[config.mk]
export PLATFORM = sky130hd
export DESIGN_NAME = rgb_to_hsv_converter_unit_flat
export DESIGN_NICKNAME = d
export VERILOG_FILES = /design/src/hdl/rhc_pkg.sv /design/src/hdl/rhc_stream_if.sv /design/src/hdl/rgb_to_hsv_converter_unit.sv /design/src/hdl/rhc_prep.sv /design/src/hdl/rhc_cell.sv /design/src/flat_wrapper.sv
export SDC_FILE = /design/constraint.sdc
export NUM_CORES = 2
export LEC_CHECK = 0
export BUFFER_PORTS_ARGS = -buffer_cell sky130_fd_sc_hd__buf_4
export CORE_UTILIZATION = 35
export CTS_BUF_LIST = sky130_fd_sc_hd__clkbuf_2 sky130_fd_sc_hd__clkbuf_4 sky130_fd_sc_hd__clkbuf_8
export DETAILED_ROUTE_END_ITERATION = 10
export PLACE_DENSITY_LB_ADDON = 0.3
export RECOVER_POWER = 25
export SYNTH_ARGS = -nofsm -noshare
export SYNTH_HDL_FRONTEND = slang
export SYNTH_SLANG_ARGS = --single-unit
[constraint.sdc]
create_clock -name clk -period 70.4 [get_ports clk]
set_input_delay 14.08 -clock clk [delete_from_list [all_inputs] [get_ports clk]]
set_output_delay 14.08 -clock clk [all_outputs]
set_load 0.01 [all_outputs]
[src/hdl/rhc_pkg.sv]
// Shared types, constants and the divider step for the RGB to HSV converter.
package rhc_pkg;

    localparam int COMP_W        = 8;
    localparam int HUE_FRAC_BITS = 6;
    localparam int SAT_FRAC_BITS = 16;

    localparam int HUE_W = 15;
    localparam int SAT_W = 17;
    localparam int VAL_W = 8;

    // Quotient bits: hue is below 360 < 2^9 degrees, saturation is at most one.
    localparam int HUE_QW = HUE_FRAC_BITS + 9;
    localparam int SAT_QW = SAT_FRAC_BITS + 1;
    localparam int QW     = (HUE_QW > SAT_QW) ? HUE_QW : SAT_QW;

    // Divisor is twice a component, so one bit wider than a component.
    localparam int DIV_W = COMP_W + 1;
    localparam int NUM_W = QW + DIV_W;

    // 360 * 255 fits in 17 bits.
    localparam int SCALED_W = 17;
    localparam int OFF_W    = 9;

    localparam logic [OFF_W-1:0] OFFSET_RED      = OFF_W'(0);
    localparam logic [OFF_W-1:0] OFFSET_RED_WRAP = OFF_W'(360);
    localparam logic [OFF_W-1:0] OFFSET_GREEN    = OFF_W'(120);
    localparam logic [OFF_W-1:0] OFFSET_BLUE     = OFF_W'(240);
    localparam logic [SCALED_W-1:0] SIXTY        = SCALED_W'(60);

    typedef struct packed {
        logic [DIV_W-1:0] rem;
        logic [QW-1:0]    work;   // numerator bits shift out at the top, quotient in at the bottom
        logic [DIV_W-1:0] dvs;
    } div_lane_t;

    typedef struct packed {
        logic              valid;
        div_lane_t         hue;
        div_lane_t         sat;
        logic [VAL_W-1:0]  value;
    } stage_t;

    // One restoring division step: bring down one numerator bit, subtract if it fits.
    function automatic div_lane_t div_step(input div_lane_t cur);
        div_lane_t        nxt;
        logic [DIV_W:0]   trial;
        logic [DIV_W:0]   dvs_ext;
        trial   = {cur.rem, cur.work[QW-1]};
        dvs_ext = {1'b0, cur.dvs};
        nxt.dvs = cur.dvs;
        if (trial >= dvs_ext)
        begin
            nxt.rem  = DIV_W'(trial - dvs_ext);
            nxt.work = {cur.work[QW-2:0], 1'b1};
        end
        else
        begin
            nxt.rem  = trial[DIV_W-1:0];
            nxt.work = {cur.work[QW-2:0], 1'b0};
        end
        return nxt;
    endfunction

endpackage

[src/hdl/rhc_stream_if.sv]
// Handshake channels for pixel requests and HSV results.
interface rhc_pixel_if;
    logic                        valid;
    logic                        ready;
    logic [rhc_pkg::COMP_W-1:0]  green_in;
    logic [rhc_pkg::COMP_W-1:0]  red_in;
    logic [rhc_pkg::COMP_W-1:0]  blue_in;

    modport source (output valid, output green_in, output red_in, output blue_in,
                    input ready);
    modport sink   (input valid, input green_in, input red_in, input blue_in,
                    output ready);
endinterface

interface rhc_hsv_if;
    logic                        valid;
    logic                        ready;
    logic [rhc_pkg::HUE_W-1:0]   hue_out;
    logic [rhc_pkg::SAT_W-1:0]   saturation_out;
    logic [rhc_pkg::VAL_W-1:0]   value_out;

    modport source (output valid, output hue_out, output saturation_out,
                    output value_out, input ready);
    modport sink   (input valid, input hue_out, input saturation_out,
                    input value_out, output ready);
endinterface

[src/hdl/rgb_to_hsv_converter_unit.sv]
// Top level of the RGB to HSV converter: front stage and a chain of divider cells.
//
// Usage:
//   pixel carries one request of three 8-bit components (green, red, blue);
//   hsv returns hue in 1/64 degree, saturation in 1/65536 and value (the max).
//   A request is taken when valid and ready are both high; one result
//   comes back for every request, in order.
// Pipeline: one front stage for max, min and sector, then one cell per
//   quotient bit of the rounded divisions, each cell working on both
//   hue and saturation; every cell holds a different pixel.
// Throughput: one pixel per clock whenever the chain advances (see Stall).
// Reset: clears every valid bit in the chain; nothing else needs clearing.
// Stall: when hsv.ready is low with a result waiting, the whole chain holds
//   and pixel.ready drops; an empty output slot lets the chain advance and
//   fill bubbles even while the receiver is stalled.
module rgb_to_hsv_converter_unit (
    input  logic     clk,
    input  logic     rst_n,
    rhc_pixel_if.sink  pixel,
    rhc_hsv_if.source  hsv
);

    rhc_pkg::stage_t  chain [0:rhc_pkg::QW];
    logic             advance;

    assign advance     = !chain[rhc_pkg::QW].valid || hsv.ready;
    assign pixel.ready = advance;

    rhc_prep u_prep (
        .clk     (clk),
        .rst_n   (rst_n),
        .advance (advance),
        .valid   (pixel.valid),
        .green   (pixel.green_in),
        .red     (pixel.red_in),
        .blue    (pixel.blue_in),
        .stage   (chain[0])
    );

    for (genvar i = 0; i < rhc_pkg::QW; i++)
    begin : g_cell
        rhc_cell u_cell (
            .clk     (clk),
            .rst_n   (rst_n),
            .advance (advance),
            .prev    (chain[i]),
            .stage   (chain[i+1])
        );
    end

    assign hsv.valid          = chain[rhc_pkg::QW].valid;
    assign hsv.hue_out        = chain[rhc_pkg::QW].hue.work[rhc_pkg::HUE_W-1:0];
    assign hsv.saturation_out = chain[rhc_pkg::QW].sat.work[rhc_pkg::SAT_W-1:0];
    assign hsv.value_out      = chain[rhc_pkg::QW].value;

endmodule

[src/hdl/rhc_prep.sv]
// Front stage: max, min, hue sector and the two rounded-division operands.
module rhc_prep (
    input  logic                        clk,
    input  logic                        rst_n,
    input  logic                        advance,
    input  logic                        valid,
    input  logic [rhc_pkg::COMP_W-1:0]  green,
    input  logic [rhc_pkg::COMP_W-1:0]  red,
    input  logic [rhc_pkg::COMP_W-1:0]  blue,
    output rhc_pkg::stage_t             stage
);

    logic [rhc_pkg::COMP_W-1:0]    mx;
    logic [rhc_pkg::COMP_W-1:0]    mn;
    logic [rhc_pkg::COMP_W-1:0]    delta;
    logic [rhc_pkg::COMP_W-1:0]    x_comp;
    logic [rhc_pkg::COMP_W-1:0]    y_comp;
    logic [rhc_pkg::OFF_W-1:0]     offset;
    logic [rhc_pkg::SCALED_W-1:0]  scaled;
    logic [rhc_pkg::NUM_W-1:0]     hue_num;
    logic [rhc_pkg::NUM_W-1:0]     sat_num;
    logic [rhc_pkg::DIV_W-1:0]     hue_dvs;
    logic [rhc_pkg::DIV_W-1:0]     sat_dvs;
    rhc_pkg::stage_t               stage_next;
    logic                          valid_reg;
    rhc_pkg::stage_t               data_reg;

    always_comb
    begin
        mx = red;
        if (green > mx) mx = green;
        if (blue > mx) mx = blue;
        mn = red;
        if (green < mn) mn = green;
        if (blue < mn) mn = blue;
        delta = mx - mn;

        // Ties for the maximum go to red, then green.
        if (mx == red)
        begin
            x_comp = green;
            y_comp = blue;
            offset = (green >= blue) ? rhc_pkg::OFFSET_RED : rhc_pkg::OFFSET_RED_WRAP;
        end
        else if (mx == green)
        begin
            x_comp = blue;
            y_comp = red;
            offset = rhc_pkg::OFFSET_GREEN;
        end
        else
        begin
            x_comp = red;
            y_comp = green;
            offset = rhc_pkg::OFFSET_BLUE;
        end

        // Wraps modulo 2^SCALED_W on the way, but the final sum is never negative.
        scaled = rhc_pkg::SCALED_W'(rhc_pkg::SCALED_W'(offset) * rhc_pkg::SCALED_W'(delta))
               + rhc_pkg::SCALED_W'(rhc_pkg::SIXTY * rhc_pkg::SCALED_W'(x_comp))
               - rhc_pkg::SCALED_W'(rhc_pkg::SIXTY * rhc_pkg::SCALED_W'(y_comp));

        // Round to nearest, ties up: (2N + D) / (2D).
        if (delta == '0)
        begin
            hue_num = '0;
            hue_dvs = rhc_pkg::DIV_W'(1);
        end
        else
        begin
            hue_num = (rhc_pkg::NUM_W'(scaled) << (rhc_pkg::HUE_FRAC_BITS + 1))
                    + rhc_pkg::NUM_W'(delta);
            hue_dvs = {delta, 1'b0};
        end

        if (mx == '0)
        begin
            sat_num = '0;
            sat_dvs = rhc_pkg::DIV_W'(1);
        end
        else
        begin
            sat_num = (rhc_pkg::NUM_W'(delta) << (rhc_pkg::SAT_FRAC_BITS + 1))
                    + rhc_pkg::NUM_W'(mx);
            sat_dvs = {mx, 1'b0};
        end

        // The top part is already below the divisor, since the quotient fits QW bits.
        stage_next.valid    = valid;
        stage_next.hue.rem  = hue_num[rhc_pkg::NUM_W-1:rhc_pkg::QW];
        stage_next.hue.work = hue_num[rhc_pkg::QW-1:0];
        stage_next.hue.dvs  = hue_dvs;
        stage_next.sat.rem  = sat_num[rhc_pkg::NUM_W-1:rhc_pkg::QW];
        stage_next.sat.work = sat_num[rhc_pkg::QW-1:0];
        stage_next.sat.dvs  = sat_dvs;
        stage_next.value    = mx;
    end

    always_ff @(posedge clk or negedge rst_n)
    begin
        if (!rst_n)
        begin
            valid_reg <= 1'b0;
        end
        else if (advance)
        begin
            valid_reg <= stage_next.valid;
        end
    end

    always_ff @(posedge clk)
    begin
        if (advance)
        begin
            data_reg <= stage_next;
        end
    end

    always_comb
    begin
        stage       = data_reg;
        stage.valid = valid_reg;
    end

endmodule

[src/hdl/rhc_cell.sv]
// One divider cell: resolves one quotient bit of hue and of saturation.
module rhc_cell (
    input  logic             clk,
    input  logic             rst_n,
    input  logic             advance,
    input  rhc_pkg::stage_t  prev,
    output rhc_pkg::stage_t  stage
);

    rhc_pkg::stage_t  stage_next;
    logic             valid_reg;
    rhc_pkg::stage_t  data_reg;

    always_comb
    begin
        stage_next       = prev;
        stage_next.hue   = rhc_pkg::div_step(prev.hue);
        stage_next.sat   = rhc_pkg::div_step(prev.sat);
    end

    always_ff @(posedge clk or negedge rst_n)
    begin
        if (!rst_n)
        begin
            valid_reg <= 1'b0;
        end
        else if (advance)
        begin
            valid_reg <= stage_next.valid;
        end
    end

    always_ff @(posedge clk)
    begin
        if (advance)
        begin
            data_reg <= stage_next;
        end
    end

    always_comb
    begin
        stage       = data_reg;
        stage.valid = valid_reg;
    end

endmodule

[src/flat_wrapper.sv]
// flat-port wrapper written by rule: the top's interface ports become plain ports
module rgb_to_hsv_converter_unit_flat 
  (clk, rst_n, pixel_valid, pixel_green_in, pixel_red_in, pixel_blue_in, pixel_ready, hsv_valid, hsv_hue_out, hsv_saturation_out, hsv_value_out, hsv_ready);
  rhc_pixel_if pixel_i ();
  rhc_hsv_if hsv_i ();
  input  logic clk;
  input  logic rst_n;
  input wire logic [$bits(pixel_i.valid)-1:0] pixel_valid;
  input wire logic [$bits(pixel_i.green_in)-1:0] pixel_green_in;
  input wire logic [$bits(pixel_i.red_in)-1:0] pixel_red_in;
  input wire logic [$bits(pixel_i.blue_in)-1:0] pixel_blue_in;
  output wire logic [$bits(pixel_i.ready)-1:0] pixel_ready;
  output wire logic [$bits(hsv_i.valid)-1:0] hsv_valid;
  output wire logic [$bits(hsv_i.hue_out)-1:0] hsv_hue_out;
  output wire logic [$bits(hsv_i.saturation_out)-1:0] hsv_saturation_out;
  output wire logic [$bits(hsv_i.value_out)-1:0] hsv_value_out;
  input wire logic [$bits(hsv_i.ready)-1:0] hsv_ready;
  assign pixel_i.valid = pixel_valid;
  assign pixel_i.green_in = pixel_green_in;
  assign pixel_i.red_in = pixel_red_in;
  assign pixel_i.blue_in = pixel_blue_in;
  assign pixel_ready = pixel_i.ready;
  assign hsv_valid = hsv_i.valid;
  assign hsv_hue_out = hsv_i.hue_out;
  assign hsv_saturation_out = hsv_i.saturation_out;
  assign hsv_value_out = hsv_i.value_out;
  assign hsv_i.ready = hsv_ready;
  rgb_to_hsv_converter_unit u_core (.clk(clk), .rst_n(rst_n), .pixel(pixel_i), .hsv(hsv_i));
endmodule
Word level (Yosys, flattened, before mapping)
Index checks and enable logic that the tools add are counted.
{ "op_classes": {"mux": 47, "addsub": 37, "magnitude_cmp": 39, "n_reduce_logical": 4, "mul": 3, "eq_ne": 2} }
{ "ops": {"columns": ["cell", "n"], "rows": [
  ["$mux W26", 32],
  ["$ge A10 B9 Y1", 33],
  ["$sub A9 B9 Y9", 32],
  ["$mux W8", 9],
  ["$add A25 B8 Y26", 1],
  ["$add A24 B8 Y25", 1],
  ["$mul A4 B8 Y12 const A", 2],
  ["$mux W9", 2],
  ["$add A17 B14 Y17", 1],
  ["$mul A9 B8 Y17", 1],
  ["$sub A17 B14 Y17", 1],
  ["$eq A8 B8 Y1", 2],
  ["$gt A8 B8 Y1", 2],
  ["$logic_not A8 Y1", 2],
  ["$lt A8 B8 Y1", 2],
  ["$ge A9 B9 Y1", 1],
  ["$ge A8 B8 Y1", 1],
  ["$sub A8 B8 Y8", 1],
  ["$mux W1", 4],
  ["$logic_not A1 Y1", 1],
  ["$logic_or A1 B1 Y1", 1]
]} }
{ "word_totals": {"ff_bits": 1383, "word_cells": 274, "input_bits": 28, "output_inout_bits": 42} }

Longest topological paths before layout
{ "depth": {"ltp_word": 11, "mapped_depth": 51, "mapped_depth_nobuf": 47} }

Modules after synthesis
Synthesis repeated with hierarchy kept, for this count alone.
{ "hier_totals": {"cells_unflattened": 4646, "area_unflattened_um2": 66128.4} }
{ "modules_own_cells": {"columns": ["mod", "seq_area_each_um2", "cells_each", "area_each_um2", "instances"], "rows": [
  ["rhc_cell", 2367.3, 224, 3433.3, 17],
  ["rhc_prep", 1496.4, 837, 7756.2, 1],
  ["rgb_to_hsv_converter_unit", 0.0, 1, 6.3, 1]
]} }

Least setup slack after synthesis
Ideal clock, no wire load.
{ "synth_timing": {"kind": "in2out", "startpoint": "input hsv_ready", "endpoint": "output pixel_ready", "setup_slack_ns": 12.962, "n_path_buf": 2, "stages": 3, "required_time_ns": 56.320, "t_arrival_ns": 43.358, "cell_sequence": "nand2b_1 -> clkbuf_1 -> clkbuf_1"} }
{ "synth_between": {"elab_chain_cells": 1} }
{ "synth_lines": {"columns": ["item", "line_no", "source"], "rows": [
  ["start, declared", "flat_wrapper.sv:17", "input wire logic [$bits(hsv_i.ready)-1:0] hsv_ready;"],
  ["$logic_or A1 B1 Y1", "rgb_to_hsv_converter_unit.sv:26", "assign advance = !chain[rhc_pkg::QW].valid || hsv.ready;"],
  ["end, declared", "flat_wrapper.sv:12", "output wire logic [$bits(pixel_i.ready)-1:0] pixel_ready;"]
]} }
Every way passes these cells.

Final worst setup path
Ends and elaborated chain as after synthesis.

==> run metrics <==
IO Pins 70; Final #Nets 4813; Hold Path Origin u_core.g_cell[9].u_cell.stage[18]; CP arrival 14.92 ns; sequential share of the synthesized area 0.599; Netlist cell types 67; Critical Path RT 56.32 ns; # fillers 14300; final hold vios 0; Crit Path Class primary input to output port; WHS 0.387 ns; CTS tree built; worst reg2reg path depth 5; max reg flops 1013; total negative setup slack 0 ns; CTS Buf Count 188; R2R Path Start u_core.g_cell[16].u_cell.valid_reg; post-DR wirelength/cell 14.2 um; Worst-Margin Slew 1.03 ns; reg-to-reg slack, setup 66.36 ns; clock slew at reported path FFs 0.06 ns; Post-CTS Repair Setup Buffers 0; outcome complete, no violations; First-pass DRT Iterations 5; minimum clock period 29.00 ns; endpoints failing setup 0; CP peak stage delay 0.42 ns; mux share of post-synthesis cell area 0.0240; Ys Warns 0; initial antenna violation count 2; largest net degree at the start of global routing 188; Gate Count Post-Synth 4089; DP Wirelength 62800 um; WHS Endpoint u_core.g_cell[10].u_cell.stage[19]; Worst Skew 0.0709 ns; syn_area_per_cell 13.2 um^2; Root Buffer Master clkbuf_8; critical path fanouts, max 26; Slew Viols, Final 0; final core occ 0.396; nature of the critical path startpoint primary input; core footprint 0.153 mm^2; cell mode on critical path buf_4; Slew HR 0.316; Synth Net Count 4637; Simple-Gate Fraction of Synth Area 0.0701; cell taking the most area after synthesis edfxtp_1; CTS Sinks 1080; synthesized area 0.0540 mm^2; max-cap violations 0; worst skew pair latency 0.92 ns; synthesis-stage register bit count 1080; Initial Util 0.354; Rows 143; Fmax 0.0345 GHz; critical path's slowest cell nand2b_4; Cell Chain, Critical Path buf_4, nand2b_4, buf_4; total routed wirelength 91300 um; Syn-to-layout area delta 11.8%; vias in the first global route 31000; Tot GR Track Use 0.116; DRT iter0 DRCs 1318; XOR/XNOR Fraction of Synth Area 0.0379; critical path capture point type output port; share of the synthesized area in the top cell type 0.590; layout cell share with drive strength beyond 1 0.111; cts hold-fix bufs 0; EDFF count, synth 1062; routability congestion estimate 0.866; Via density 4.68; crit share post-route 0.412; antenna-violating nets left 0; reg2reg end u_core.g_cell[15].u_cell.stage[38]; die height 395 um; clock buffer depth 3; Die W 395 um; # DRC 0; total gr overflow 0; largest cells by area after synthesis edfxtp_1 59%, ha_1 9.7%, fa_1 3.7%; largest family of logic cells by synthesized area adder cells; I/O Buffers 69; via count 30100; unrepaired setup endpoints after global routing false; CTS H-tree lvls 4; Hold Path Class flop to flop; Synth Area in Adders 0.134; first-pass GRT wire length 148000 um; die area 0.156 mm^2; ys async rst share 0.0167; CTS resizes 0; Compound-Gate Fraction of Synth Area 0.0911; main flop type after synthesis edfxtp_1; worst hold stages 0
layout by cell type (no fill, tap or decap), drive strengths merged, types with 58 or more instances in the layout:
cell	count
buf	84
edfxtp	1062
mux2	94
nor2	319
nor2b	92
ha	420
clkinv	58
nand2	84
o21ai	96
nand2b	98
a21oi	352
clkbuf	251
a21o	198
xnor2	186
inv	496
nand4	69
fa	100
cell families after synthesis:
family,count (synthesis)
simple gates,767
buf+inv,582
xor+xnor,234
fa+ha+maj,520
compound gates,788
mux,118
flops,1080
cell usage after synthesis, drive strengths merged (84+ instances only):
cell    count
inv       484
mux2       94
o21ai      96
nand2      84
nand2b     98
nor2b      92
xnor2     186
nor2      319
edfxtp   1062
a21oi     352
ha        420
a21o      198
fa        100
worst max-delay path by stage:
stage                     cells after the start          end  slack, ns  startpoint
after detailed placement                      3  pixel_ready      41.32   hsv_ready
after global routing                          3  pixel_ready      41.32   hsv_ready
after CTS                                     3  pixel_ready      41.32   hsv_ready
final                                         3  pixel_ready      41.40   hsv_ready
after global placement                        3  pixel_ready      41.33   hsv_ready
after floorplan                               3  pixel_ready      12.96   hsv_ready
layer usage:
layer | vias up | part of all wire | track usage
met5 | - | 0 | 0
met4 | 0 | 0.047 | 0.0625
met3 | 262 | 0.040 | 0.0283
met2 | 477 | 0.52 | 0.213
met1 | 14400 | 0.40 | 0.122
li1 | 15000 | - | -
worst max-delay path: cells and delay by family:
| family | cells | cell delay [ns] |
|---|---|---|
| simple gates | 1 | 0.42 |
| buf+inv | 2 | 0.36 |
per-stage QoR:
step                      instances  setup slack [ns]  area [um^2]
after global routing           6433             41.32        60400
after global placement         6105             41.33        56700
after detailed placement       6105             41.32        56700
after floorplan                4089             12.96        54000
final                          6433             41.40        60400
after CTS                      6432             41.32        60400
area by class of cell:
type,instances,area [um^2],area share
diodes,1,2.50,0.0000414
clock buffers,251,3070,0.0508
clock inverters,76,644,0.0107
inverters,484,1820,0.0301
multi-input cells,2427,19300,0.320
flip-flops and latches,1080,32300,0.535
well taps,2030,2540,0.0420
repair buffers,84,668,0.0111
Power is not shown: default switching activity piles up to over one toggle a cycle in this logic, so the estimate is an artifact.
